<file path="src/sv/fts_pkg.sv">
// Shared types and constants of the FCFS tick scheduler.
package fts_pkg;

   localparam int JOB_SLOTS = 16;
   localparam int PTR_W     = $clog2(JOB_SLOTS);
   localparam int FILL_W    = $clog2(JOB_SLOTS + 1);
   localparam int SUM_W     = PTR_W + 1;
   localparam int EXEC_W    = 11;

   localparam logic [1:0] CPU_IDLE      = 2'd0;
   localparam logic [1:0] CPU_BUSY      = 2'd1;
   localparam logic [1:0] CPU_SWITCHING = 2'd2;

   // io_len of zero also marks a job that has already done its I/O
   typedef struct packed {
      logic [7:0] pid;
      logic [9:0] left;
      logic [9:0] io_req;
      logic [9:0] io_len;
   } job_type;

   typedef struct packed {
      job_type    job;
      logic [9:0] countdown;
   } waiter_type;

   typedef struct packed {
      logic accept;
      logic dispatch_rd;
      logic load;
      logic cpu_step;
      logic walk;
      logic out_load;
   } cmd_type;

   typedef struct packed {
      logic dispatch_ok;
      logic walk_done;
      logic out_free;
   } status_type;

endpackage

</file>
<file path="src/sv/fts_ram.sv">
// Generic single write port, single read port RAM with registered read data.
module fts_ram #(
   parameter int WIDTH  = 8,
   parameter int DEPTH  = 16,
   parameter int ADDR_W = $clog2(DEPTH)
) (
   input  logic              clock,
   input  logic              wr_en,
   input  logic [ADDR_W-1:0] wr_addr,
   input  logic [WIDTH-1:0]  wr_data,
   input  logic              rd_en,
   input  logic [ADDR_W-1:0] rd_addr,
   output logic [WIDTH-1:0]  rd_data
);

   logic [WIDTH-1:0] mem_ff [DEPTH];
   logic [WIDTH-1:0] rd_data_ff;

   always_ff @(posedge clock) begin
      if (wr_en) begin
         mem_ff[wr_addr] <= wr_data;
      end
      if (rd_en) begin
         rd_data_ff <= mem_ff[rd_addr];
      end
   end

   assign rd_data = rd_data_ff;

endmodule

</file>
<file path="src/sv/fts_ctrl.sv">
// Tick sequencer: arrival, dispatch, CPU update, wait list walk, result.
module fts_ctrl
   import fts_pkg::*;
(
   input  logic       clock,
   input  logic       reset,
   input  logic       req_valid,
   output logic       req_stall,
   input  status_type status,
   output cmd_type    cmd
);

   typedef enum logic [5:0] {
      S_IDLE     = 6'b000001,
      S_DISPATCH = 6'b000010,
      S_LOAD     = 6'b000100,
      S_CPU      = 6'b001000,
      S_WALK     = 6'b010000,
      S_OUT      = 6'b100000
   } state_type;

   state_type state_ff, state_in;

   always_comb begin
      state_in = state_ff;
      cmd      = '0;
      unique case (state_ff)
         S_IDLE: begin
            if (req_valid) begin
               cmd.accept = 1'b1;
               state_in   = S_DISPATCH;
            end
         end
         S_DISPATCH: begin
            if (status.dispatch_ok) begin
               cmd.dispatch_rd = 1'b1;
               state_in        = S_LOAD;
            end else begin
               state_in = S_CPU;
            end
         end
         S_LOAD: begin
            cmd.load = 1'b1;
            state_in = S_CPU;
         end
         S_CPU: begin
            cmd.cpu_step = 1'b1;
            state_in     = S_WALK;
         end
         S_WALK: begin
            cmd.walk = 1'b1;
            if (status.walk_done) begin
               state_in = S_OUT;
            end
         end
         S_OUT: begin
            if (status.out_free) begin
               cmd.out_load = 1'b1;
               state_in     = S_IDLE;
            end
         end
         default: state_in = S_IDLE;
      endcase
   end

   always_ff @(posedge clock) begin
      if (reset) begin
         state_ff <= S_IDLE;
      end else begin
         state_ff <= state_in;
      end
   end

   assign req_stall = (state_ff != S_IDLE);

   a_accept_idle: assert property (@(posedge clock) disable iff (reset)
      cmd.accept |-> (state_ff == S_IDLE) && !req_stall)
      else $error("item accepted outside idle");

   a_load_after_read: assert property (@(posedge clock) disable iff (reset)
      cmd.load |-> $past(cmd.dispatch_rd))
      else $error("job load without a ready read");

   a_step_once: assert property (@(posedge clock) disable iff (reset)
      cmd.cpu_step |=> cmd.walk)
      else $error("walk did not follow the CPU update");

endmodule

</file>
<file path="src/sv/fts_datapath.sv">
// Ready FIFO, wait list, CPU job and result registers of the scheduler.
module fts_datapath
   import fts_pkg::*;
(
   input  logic        clock,
   input  logic        reset,
   input  cmd_type     cmd,
   output status_type  status,
   input  logic        req_arrival_valid,
   input  logic [7:0]  req_arrival_pid,
   input  logic [9:0]  req_burst_ticks,
   input  logic [9:0]  req_io_request_tick,
   input  logic [9:0]  req_io_length_ticks,
   input  logic        csr_wr_en,
   input  logic [7:0]  csr_wr_data,
   output logic        rsp_valid,
   input  logic        rsp_stall,
   output logic [1:0]  rsp_cpu_state,
   output logic [7:0]  rsp_running_pid,
   output logic [9:0]  rsp_running_left,
   output logic [4:0]  rsp_ready_level,
   output logic [4:0]  rsp_waiting_level,
   output logic        rsp_finished_valid,
   output logic        rsp_io_started_valid,
   output logic [7:0]  rsp_departed_pid,
   output logic        rsp_arrival_dropped,
   output logic        rsp_all_quiet
);

   // configuration
   logic [7:0] switch_ticks_ff;

   always_ff @(posedge clock) begin
      if (reset) begin
         switch_ticks_ff <= 8'd1;
      end else if (csr_wr_en) begin
         switch_ticks_ff <= csr_wr_data;
      end
   end

   // ready FIFO: circular buffer in RAM
   logic [PTR_W-1:0]  head_ff, head_in;
   logic [FILL_W-1:0] ready_fill_ff, ready_fill_in;
   logic [SUM_W-1:0]  tail_sum;
   logic [PTR_W-1:0]  tail;
   logic              ready_room;
   logic              rdy_wr_en;
   job_type           rdy_wr_data;
   job_type           rdy_rd_data;

   assign tail_sum   = SUM_W'(head_ff) + SUM_W'(ready_fill_ff);
   assign tail       = (tail_sum >= SUM_W'(JOB_SLOTS)) ?
                       PTR_W'(tail_sum - SUM_W'(JOB_SLOTS)) : PTR_W'(tail_sum);
   assign ready_room = (ready_fill_ff < FILL_W'(JOB_SLOTS));

   // wait list
   logic [FILL_W-1:0] wait_fill_ff, wait_fill_in;
   logic [FILL_W-1:0] rd_idx_ff, rd_idx_in;
   logic [FILL_W-1:0] keep_ff, keep_in;
   logic              proc_valid_ff;
   logic              walk_rd_en;
   logic              wt_wr_en;
   logic [PTR_W-1:0]  wt_wr_addr;
   waiter_type        wt_wr_data;
   waiter_type        wt_rd_data;
   logic [9:0]        cd_next;
   logic              rejoin;

   // CPU
   job_type           job_ff, job_in;
   logic [EXEC_W-1:0] exec_ff, exec_in;
   logic              busy_ff, busy_in;
   logic              switching_ff, switching_in;
   logic [7:0]        switch_left_ff, switch_left_in;
   logic              fin_ff, fin_in;
   logic              iost_ff, iost_in;
   logic [7:0]        dep_ff, dep_in;
   logic              dropped_ff, dropped_in;
   logic              done;
   logic              io_go;
   logic [9:0]        left_next;
   logic [EXEC_W-1:0] exec_next;

   assign done      = (job_ff.left <= 10'd1);
   assign left_next = (job_ff.left != 10'd0) ? job_ff.left - 10'd1 : 10'd0;
   assign exec_next = exec_ff + EXEC_W'(1);
   assign io_go     = (exec_next == EXEC_W'(job_ff.io_req)) && (job_ff.io_len != 10'd0) &&
                      (wait_fill_ff < FILL_W'(JOB_SLOTS));

   assign walk_rd_en = cmd.walk && (rd_idx_ff < wait_fill_ff);
   assign cd_next    = (wt_rd_data.countdown != 10'd0) ? wt_rd_data.countdown - 10'd1 : 10'd0;
   assign rejoin     = (cd_next == 10'd0) && ready_room;

   always_comb begin
      head_in        = head_ff;
      ready_fill_in  = ready_fill_ff;
      wait_fill_in   = wait_fill_ff;
      rd_idx_in      = rd_idx_ff;
      keep_in        = keep_ff;
      job_in         = job_ff;
      exec_in        = exec_ff;
      busy_in        = busy_ff;
      switching_in   = switching_ff;
      switch_left_in = switch_left_ff;
      fin_in         = fin_ff;
      iost_in        = iost_ff;
      dep_in         = dep_ff;
      dropped_in     = dropped_ff;
      rdy_wr_en      = 1'b0;
      rdy_wr_data    = '{pid: req_arrival_pid, left: req_burst_ticks,
                         io_req: req_io_request_tick, io_len: req_io_length_ticks};
      wt_wr_en       = 1'b0;
      wt_wr_addr     = keep_ff[PTR_W-1:0];
      wt_wr_data     = '{job: wt_rd_data.job, countdown: cd_next};

      if (cmd.accept) begin
         dropped_in = 1'b0;
         fin_in     = 1'b0;
         iost_in    = 1'b0;
         dep_in     = 8'd0;
         if (req_arrival_valid) begin
            if (ready_room) begin
               rdy_wr_en     = 1'b1;
               ready_fill_in = ready_fill_ff + FILL_W'(1);
            end else begin
               dropped_in = 1'b1;
            end
         end
      end

      if (cmd.load) begin
         job_in        = rdy_rd_data;
         exec_in       = '0;
         busy_in       = 1'b1;
         head_in       = (head_ff == PTR_W'(JOB_SLOTS - 1)) ? '0 : head_ff + PTR_W'(1);
         ready_fill_in = ready_fill_ff - FILL_W'(1);
      end

      if (cmd.cpu_step) begin
         rd_idx_in = '0;
         keep_in   = '0;
         if (switching_ff) begin
            if (switch_left_ff <= 8'd1) begin
               switch_left_in = 8'd0;
               switching_in   = 1'b0;
            end else begin
               switch_left_in = switch_left_ff - 8'd1;
            end
         end else if (busy_ff) begin
            job_in.left = left_next;
            exec_in     = exec_next;
            if (io_go || done) begin
               busy_in        = 1'b0;
               switching_in   = 1'b1;
               switch_left_in = switch_ticks_ff;
               dep_in         = job_ff.pid;
            end
            if (io_go) begin
               // a job does I/O at most once: clear io_len on the way out
               wt_wr_en       = 1'b1;
               wt_wr_addr     = wait_fill_ff[PTR_W-1:0];
               wt_wr_data     = '{job: '{pid: job_ff.pid, left: left_next,
                                         io_req: job_ff.io_req, io_len: 10'd0},
                                  countdown: job_ff.io_len};
               wait_fill_in   = wait_fill_ff + FILL_W'(1);
               iost_in        = 1'b1;
            end else if (done) begin
               fin_in = 1'b1;
            end
         end
      end

      if (cmd.walk) begin
         if (walk_rd_en) begin
            rd_idx_in = rd_idx_ff + FILL_W'(1);
         end
         if (proc_valid_ff) begin
            if (rejoin) begin
               rdy_wr_en     = 1'b1;
               rdy_wr_data   = wt_rd_data.job;
               ready_fill_in = ready_fill_ff + FILL_W'(1);
            end else begin
               wt_wr_en = 1'b1;
               keep_in  = keep_ff + FILL_W'(1);
            end
         end
         if (status.walk_done) begin
            wait_fill_in = keep_ff;
         end
      end
   end

   always_ff @(posedge clock) begin
      if (reset) begin
         head_ff        <= '0;
         ready_fill_ff  <= '0;
         wait_fill_ff   <= '0;
         busy_ff        <= 1'b0;
         switching_ff   <= 1'b0;
         switch_left_ff <= 8'd0;
         proc_valid_ff  <= 1'b0;
      end else begin
         head_ff        <= head_in;
         ready_fill_ff  <= ready_fill_in;
         wait_fill_ff   <= wait_fill_in;
         busy_ff        <= busy_in;
         switching_ff   <= switching_in;
         switch_left_ff <= switch_left_in;
         proc_valid_ff  <= walk_rd_en;
      end
   end

   always_ff @(posedge clock) begin
      rd_idx_ff  <= rd_idx_in;
      keep_ff    <= keep_in;
      job_ff     <= job_in;
      exec_ff    <= exec_in;
      fin_ff     <= fin_in;
      iost_ff    <= iost_in;
      dep_ff     <= dep_in;
      dropped_ff <= dropped_in;
   end

   fts_ram #(
      .WIDTH ($bits(job_type)),
      .DEPTH (JOB_SLOTS)
   ) u_ready_ram (
      .clock   (clock),
      .wr_en   (rdy_wr_en),
      .wr_addr (tail),
      .wr_data (rdy_wr_data),
      .rd_en   (cmd.dispatch_rd),
      .rd_addr (head_ff),
      .rd_data (rdy_rd_data)
   );

   fts_ram #(
      .WIDTH ($bits(waiter_type)),
      .DEPTH (JOB_SLOTS)
   ) u_wait_ram (
      .clock   (clock),
      .wr_en   (wt_wr_en),
      .wr_addr (wt_wr_addr),
      .wr_data (wt_wr_data),
      .rd_en   (walk_rd_en),
      .rd_addr (rd_idx_ff[PTR_W-1:0]),
      .rd_data (wt_rd_data)
   );

   // result register
   logic       rsp_valid_ff;
   logic [1:0] out_state_ff;
   logic [7:0] out_pid_ff;
   logic [9:0] out_left_ff;
   logic [4:0] out_ready_ff;
   logic [4:0] out_wait_ff;
   logic       out_fin_ff;
   logic       out_iost_ff;
   logic [7:0] out_dep_ff;
   logic       out_drop_ff;
   logic       out_quiet_ff;

   assign status.dispatch_ok = !busy_ff && !switching_ff && (ready_fill_ff != '0);
   assign status.walk_done   = (rd_idx_ff >= wait_fill_ff) && !proc_valid_ff;
   assign status.out_free    = !rsp_valid_ff || !rsp_stall;

   always_ff @(posedge clock) begin
      if (reset) begin
         rsp_valid_ff <= 1'b0;
      end else if (cmd.out_load) begin
         rsp_valid_ff <= 1'b1;
      end else if (!rsp_stall) begin
         rsp_valid_ff <= 1'b0;
      end
   end

   always_ff @(posedge clock) begin
      if (cmd.out_load) begin
         out_state_ff <= switching_ff ? CPU_SWITCHING : (busy_ff ? CPU_BUSY : CPU_IDLE);
         out_pid_ff   <= busy_ff ? job_ff.pid : 8'd0;
         out_left_ff  <= busy_ff ? job_ff.left : 10'd0;
         out_ready_ff <= 5'(ready_fill_ff);
         out_wait_ff  <= 5'(wait_fill_ff);
         out_fin_ff   <= fin_ff;
         out_iost_ff  <= iost_ff;
         out_dep_ff   <= dep_ff;
         out_drop_ff  <= dropped_ff;
         out_quiet_ff <= !busy_ff && !switching_ff && (ready_fill_ff == '0) &&
                         (wait_fill_ff == '0);
      end
   end

   assign rsp_valid            = rsp_valid_ff;
   assign rsp_cpu_state        = out_state_ff;
   assign rsp_running_pid      = out_pid_ff;
   assign rsp_running_left     = out_left_ff;
   assign rsp_ready_level      = out_ready_ff;
   assign rsp_waiting_level    = out_wait_ff;
   assign rsp_finished_valid   = out_fin_ff;
   assign rsp_io_started_valid = out_iost_ff;
   assign rsp_departed_pid     = out_dep_ff;
   assign rsp_arrival_dropped  = out_drop_ff;
   assign rsp_all_quiet        = out_quiet_ff;

   a_fill_bounds: assert property (@(posedge clock) disable iff (reset)
      (ready_fill_ff <= FILL_W'(JOB_SLOTS)) && (wait_fill_ff <= FILL_W'(JOB_SLOTS)))
      else $error("fill count beyond capacity");

   a_cpu_exclusive: assert property (@(posedge clock) disable iff (reset)
      !(busy_ff && switching_ff))
      else $error("CPU running and switching at once");

   a_compact_behind: assert property (@(posedge clock) disable iff (reset)
      cmd.walk |-> (keep_ff <= rd_idx_ff))
      else $error("wait list write overtook the read pointer");

   a_single_departure: assert property (@(posedge clock) disable iff (reset)
      cmd.out_load |-> !(fin_ff && iost_ff))
      else $error("finish and I/O start on the same tick");

endmodule

</file>
<file path="src/sv/fcfs_tick_scheduler_with_io.sv">
// Top level of the FCFS tick scheduler with I/O waiting list.
// Each req_ item is one scheduler tick and may carry an arriving job
// (pid, burst, I/O request tick, I/O length). Each tick yields exactly one
// rsp_ item with the CPU state, running job, queue levels and departures.
// csr_wr_en/csr_wr_data set the context switch length; write only when idle.
// The time from acceptance to rsp_valid grows with the number of waiting
// jobs after the CPU update and with a dispatch. The wait list walk reads,
// counts down and compacts the wait RAM one entry per cycle.
// One tick is processed at a time; req_stall is high from acceptance until
// the result is loaded into the output register, so a new tick can be taken
// while the previous result still waits for the receiver.
// When rsp_stall is high the result holds; a following tick runs up to its
// result and then waits for the output register to free up.
// Reset (synchronous, active high) empties both queues, idles the CPU and
// sets the switch length to 1.
module fcfs_tick_scheduler_with_io
   import fts_pkg::*;
(
   input  logic       clock,
   input  logic       reset,
   input  logic       req_valid,
   output logic       req_stall,
   input  logic       req_arrival_valid,
   input  logic [7:0] req_arrival_pid,
   input  logic [9:0] req_burst_ticks,
   input  logic [9:0] req_io_request_tick,
   input  logic [9:0] req_io_length_ticks,
   input  logic       csr_wr_en,
   input  logic [7:0] csr_wr_data,
   output logic       rsp_valid,
   input  logic       rsp_stall,
   output logic [1:0] rsp_cpu_state,
   output logic [7:0] rsp_running_pid,
   output logic [9:0] rsp_running_left,
   output logic [4:0] rsp_ready_level,
   output logic [4:0] rsp_waiting_level,
   output logic       rsp_finished_valid,
   output logic       rsp_io_started_valid,
   output logic [7:0] rsp_departed_pid,
   output logic       rsp_arrival_dropped,
   output logic       rsp_all_quiet
);

   cmd_type    cmd;
   status_type status;

   fts_ctrl u_ctrl (
      .clock     (clock),
      .reset     (reset),
      .req_valid (req_valid),
      .req_stall (req_stall),
      .status    (status),
      .cmd       (cmd)
   );

   fts_datapath u_datapath (
      .clock                (clock),
      .reset                (reset),
      .cmd                  (cmd),
      .status               (status),
      .req_arrival_valid    (req_arrival_valid),
      .req_arrival_pid      (req_arrival_pid),
      .req_burst_ticks      (req_burst_ticks),
      .req_io_request_tick  (req_io_request_tick),
      .req_io_length_ticks  (req_io_length_ticks),
      .csr_wr_en            (csr_wr_en),
      .csr_wr_data          (csr_wr_data),
      .rsp_valid            (rsp_valid),
      .rsp_stall            (rsp_stall),
      .rsp_cpu_state        (rsp_cpu_state),
      .rsp_running_pid      (rsp_running_pid),
      .rsp_running_left     (rsp_running_left),
      .rsp_ready_level      (rsp_ready_level),
      .rsp_waiting_level    (rsp_waiting_level),
      .rsp_finished_valid   (rsp_finished_valid),
      .rsp_io_started_valid (rsp_io_started_valid),
      .rsp_departed_pid     (rsp_departed_pid),
      .rsp_arrival_dropped  (rsp_arrival_dropped),
      .rsp_all_quiet        (rsp_all_quiet)
   );

endmodule
</file>
<file path="config.mk">
export PLATFORM = sky130hd
export DESIGN_NAME = fcfs_tick_scheduler_with_io
export DESIGN_NICKNAME = d
export VERILOG_FILES = /design/src/sv/fts_pkg.sv /design/src/sv/fts_ram.sv /design/src/sv/fts_ctrl.sv /design/src/sv/fts_datapath.sv /design/src/sv/fcfs_tick_scheduler_with_io.sv
export SDC_FILE = /design/constraint.sdc
export NUM_CORES = 2
export LEC_CHECK = 0
export ABC_AREA = 1
export BUFFER_PORTS_ARGS = -buffer_cell sky130_fd_sc_hd__buf_2
export CAP_MARGIN = 0
export CORE_ASPECT_RATIO = 1.2
export CORE_MARGIN = 2
export CORE_UTILIZATION = 50
export CTS_BUF_LIST = sky130_fd_sc_hd__clkbuf_4
export CTS_CLUSTER_SIZE = 24
export DETAILED_ROUTE_END_ITERATION = 16
export HOLD_SLACK_MARGIN = 0.1
export PLACE_DENSITY_LB_ADDON = 0.08
export RECOVER_POWER = 25
export SYNTH_ARGS = -nofsm -noshare
export SYNTH_HDL_FRONTEND = slang
export SYNTH_SLANG_ARGS = --single-unit
</file>
<file path="constraint.sdc">
create_clock -name clock -period 7.6 [get_ports clock]
set_input_delay 0.38 -clock clock [delete_from_list [all_inputs] [get_ports clock]]
set_output_delay 0.38 -clock clock [all_outputs]
set_load 0.03 [all_outputs]
</file>
==> run_results.csv <==
group,metric,value,unit
setup_path,worst-path-buf-inv,2,
synth,synth.avg_cell_area,13.5,um^2
placement,dpl.hpwl,98000,um
grt,first_global_vias,40015,
drt,viasPerCell,5.69,
sta,fmaxAchievable,0.166,GHz
drt,drt_iter0_drc,4008,
sta,fin_worst_skew,0.0800,ns
floorplan,die_x,331,um
floorplan,core,0.127,mm^2
floorplan,ios,96,
synth,synth-seq-cells,1614,
synth,synthesis.area,0.0641,mm^2
placement,dp_slack,2.56,ns
clock_network,cts_sinks,1614,
sta,slew_violations,568,
status,failed_checks,"max-capacitance violations, max-slew violations",
power,finalPower,16.9,mW
setup_path,cp_max_fo,220,
clock_network,h-tree-depth,5,
final_layout,fillers,10557,
drt,drt_wl_total,166000,um
synth,synth_edf_count,1533,
setup_path,cp.arrival,7.01,ns
floorplan,die_height,396,um
final_layout,multi_input_area,0.0148,mm^2
sta,finalSetupViolCount,0,
sta,hold_slack,0.233,ns
setup_path,r2r_setup_slack,1.56,ns
final_layout,fin_util,0.568,
final_layout,area_growth,12.4,%
drt,wire_per_inst,23.4,um
final_layout,layout_common_cells,"edfxtp_1, nor2_1, clkbuf_4",
placement,io_buffers,95,
grt,antenna_found_initial,9,
synth,synth.distinct_cells,46,
clock_network,clkLatencyLatePin,1.31,ns
final_layout,drive_above_1_share,0.154,
sta,final.period_utilization,0.794,
final_layout,regArea,0.0477,mm^2
sta,hold_viol,0,
setup_path,crit_path_cell_trace,"clkbuf_1, buf_12, mux2i_1, o221ai_1, o211ai_1, nand3_1",
clock_network,cts_buffers,400,
final_layout,finalNetCount,5221,
drt,vias,40434,
power,irDropWorstVdd,0.135,mV
grt,grt_pass1_wl,247000,um
sta,rsz0062_at_grt,"no",
setup_path,critPathMaxStageDelay,2.20,ns
synth,synthFlopType,"edfxtp_1",
setup_path,cp-end-kind,"register",
sta,setup_ws,1.56,ns
drt,dr.pass1.iters,5,
floorplan,initial_core_util,0.505,
status,status,"finished, violations left",
grt,grt_max_degree,221,
sta,tightest_slew,3.39,ns
clock_network,cts-root-buf,"clkbuf_4",
placement,gp_congestion,0.851,
clock_network,post_cts_buffers,0,
sta,setup_tns,0,ns
clock_network,cts_max_path_buffers,4,
clock_network,cts_tree,"built",
power,p_per_area,235,mW/mm^2
final_layout,layout.cells.most_common,"edfxtp_1",
grt,grt-ovfl-total,0,
setup_path,path_class,"register to register",
setup_path,critPathTopFamily,"buffers and inverters",
setup_path,cp_slowest_cell,"dfxtp_1",
clock_network,path_clk_slew,0.07,ns
power,power_leakage,24.0,nW
synth,syn_nets,4836,
drt,antenna_left,0,
grt,grt_usage,0.255,
synth,async_flop_share,0,
sta,min_period,6.04,ns
min_path,hold_path_class,"primary input to register",
floorplan,rows,143,
drt,drcViolationCount,0,
setup_path,required,8.57,ns
synth,ys_seq_area_frac,0.744,
synth,synthCells,4761,
floorplan,dieArea,0.131,mm^2
job,drv_cap,11,
setup_path,critPathLaunchType,"register",
synth,ys_warn_count,0,
sta,max-slew-margin-rel,-1.27,
[synthesized netlist by cell type (5+ instances only)]
| cell type | instances | share of area |
|---|---|---|
| nand2_1 | 405 | 0.024 |
| ha_1 | 22 | 0.0043 |
| nand4_1 | 10 | 0.00098 |
| inv_2 | 9 | 0.00053 |
| xnor2_1 | 7 | 0.00096 |
| nor3_1 | 9 | 0.00070 |
| nand2_2 | 15 | 0.0015 |
| a21oi_1 | 41 | 0.0032 |
| o221ai_1 | 142 | 0.019 |
| nor2_1 | 881 | 0.052 |
| xor2_1 | 11 | 0.0015 |
| a211oi_1 | 5 | 0.00059 |
| buf_2 | 29 | 0.0023 |
| o21ai_0 | 435 | 0.034 |
| clkbuf_1 | 240 | 0.014 |
| buf_4 | 5 | 0.00059 |
| o22ai_1 | 11 | 0.0011 |
| o211ai_1 | 40 | 0.0047 |
| o21a_1 | 10 | 0.0012 |
| o32ai_1 | 204 | 0.028 |
| edfxtp_1 | 1533 | 0.72 |
| mux2i_1 | 145 | 0.023 |
| mux2_2 | 28 | 0.0049 |
| inv_1 | 170 | 0.010 |
| dfxtp_1 | 81 | 0.025 |
| nor2_4 | 7 | 0.0012 |
| nand3_1 | 207 | 0.016 |
| nor2_2 | 5 | 0.00049 |
| buf_1 | 19 | 0.0011 |
| or2_2 | 5 | 0.00049 |
| nand3b_1 | 5 | 0.00059 |
[cell families (layout without fill, tap and decap cells)]
logic type / count (synthesis) / in the layout / share of synthesized area
AOI/OAI and AO/OA: 901 / 901 / 0.0939
xor gates and xnor gates: 18 / 18 / 0.00246
adders and majority gates: 23 / 23 / 0.00461
buffers and inverters: 473 / 1147 / 0.0287
DFF: 1614 / 1614 / 0.744
muxes: 173 / 173 / 0.0276
other: 0 / 7 / 0
and+or+nand+nor: 1559 / 1559 / 0.0991
[metrics by stage]
step           std cells  cell area (um^2)
3_5_place_dp        6325             66500
2_1_floorplan       4761             64100
3_3_place_gp        6325             66500
4_1_cts             7102             72300
6_report            7109             72000
5_1_grt             7106             72000
[flip-flops by register name (all words and copies together), names as in the netlist, 2 cells and up]
| signal | cells |
|---|---|
| u_datapath.switch_left_ff | 8 |
| u_datapath.rsp_departed_pid | 8 |
| u_ctrl.state_ff | 6 |
| u_datapath.rsp_ready_level | 5 |
| u_datapath.switch_ticks_ff | 8 |
| u_datapath.head_ff | 4 |
| u_datapath.job_ff | 38 |
| u_datapath.u_ready_ram.rd_data | 38 |
| u_datapath.ready_fill_ff | 5 |
| u_datapath.rsp_running_pid | 8 |
| u_datapath.wait_fill_ff | 5 |
| u_datapath.u_wait_ram.mem_ff | 768 |
| u_datapath.u_wait_ram.rd_data | 48 |
| u_datapath.keep_ff | 5 |
| u_datapath.dep_ff | 8 |
| u_datapath.rd_idx_ff | 5 |
| u_datapath.rsp_cpu_state | 2 |
| u_datapath.rsp_waiting_level | 5 |
| u_datapath.u_ready_ram.mem_ff | 608 |
| u_datapath.exec_ff | 11 |
| u_datapath.rsp_running_left | 10 |
[per-layer routing]
layer	routed length (um)	track usage	part of all wire
met5	13	0	0.000078
met2	80200	0.406	0.48
met3	10500	0.0502	0.063
met1	70500	0.345	0.42
met4	5000	0.101	0.030
[timing repair]
| item | CTS | global route |
|---|---|---|
| resized for setup | 0 | 0 |
| hold buffers | 86 | 0 |
| hold endpoints to repair | 686 | 0 |
[report_power, final]
group	internal, mW	switching [mW]	total (mW)
Combinational	0.102	0.205	0.307
Clock	3.59	3.34	6.93
Sequential	9.69	0.0251	9.71
[tightest hold or removal path, delay by kind of cell]
family / cells / cell delay, ns
muxes: 1 / 0.35
buffers and inverters: 2 / 0.61
[cell type report]
type	instances	share of cell area
timing repair buffer	277	0.0266
inverter	179	0.00953
multi-input combinational	2674	0.206
clock inverter	97	0.00554
clock buffer	594	0.0619
sequential	1614	0.662
tap	1667	0.0290
antenna	7	0.000243
[worst paths after layout]
| path | from | cells past startpoint | end |
|---|---|---|---|
| max reg2reg | u_datapath.rd_idx_ff[0]$_DFF_P_ | 6 | u_datapath.u_wait_ram.rd_data[0]$_DFFE_PP_ |
| min reg2reg | u_datapath.u_ready_ram.rd_data[2]$_DFFE_PP_ | 0 | u_datapath.job_ff[2]$_DFFE_PP_ |
| max | u_datapath.rd_idx_ff[0]$_DFF_P_ | 6 | u_datapath.u_wait_ram.rd_data[0]$_DFFE_PP_ |
| min | req_burst_ticks[7] | 3 | u_datapath.u_ready_ram.mem_ff[8][27]$_DFFE_PP_ |
No activity file was read; power rests on OpenSTA's default activity.
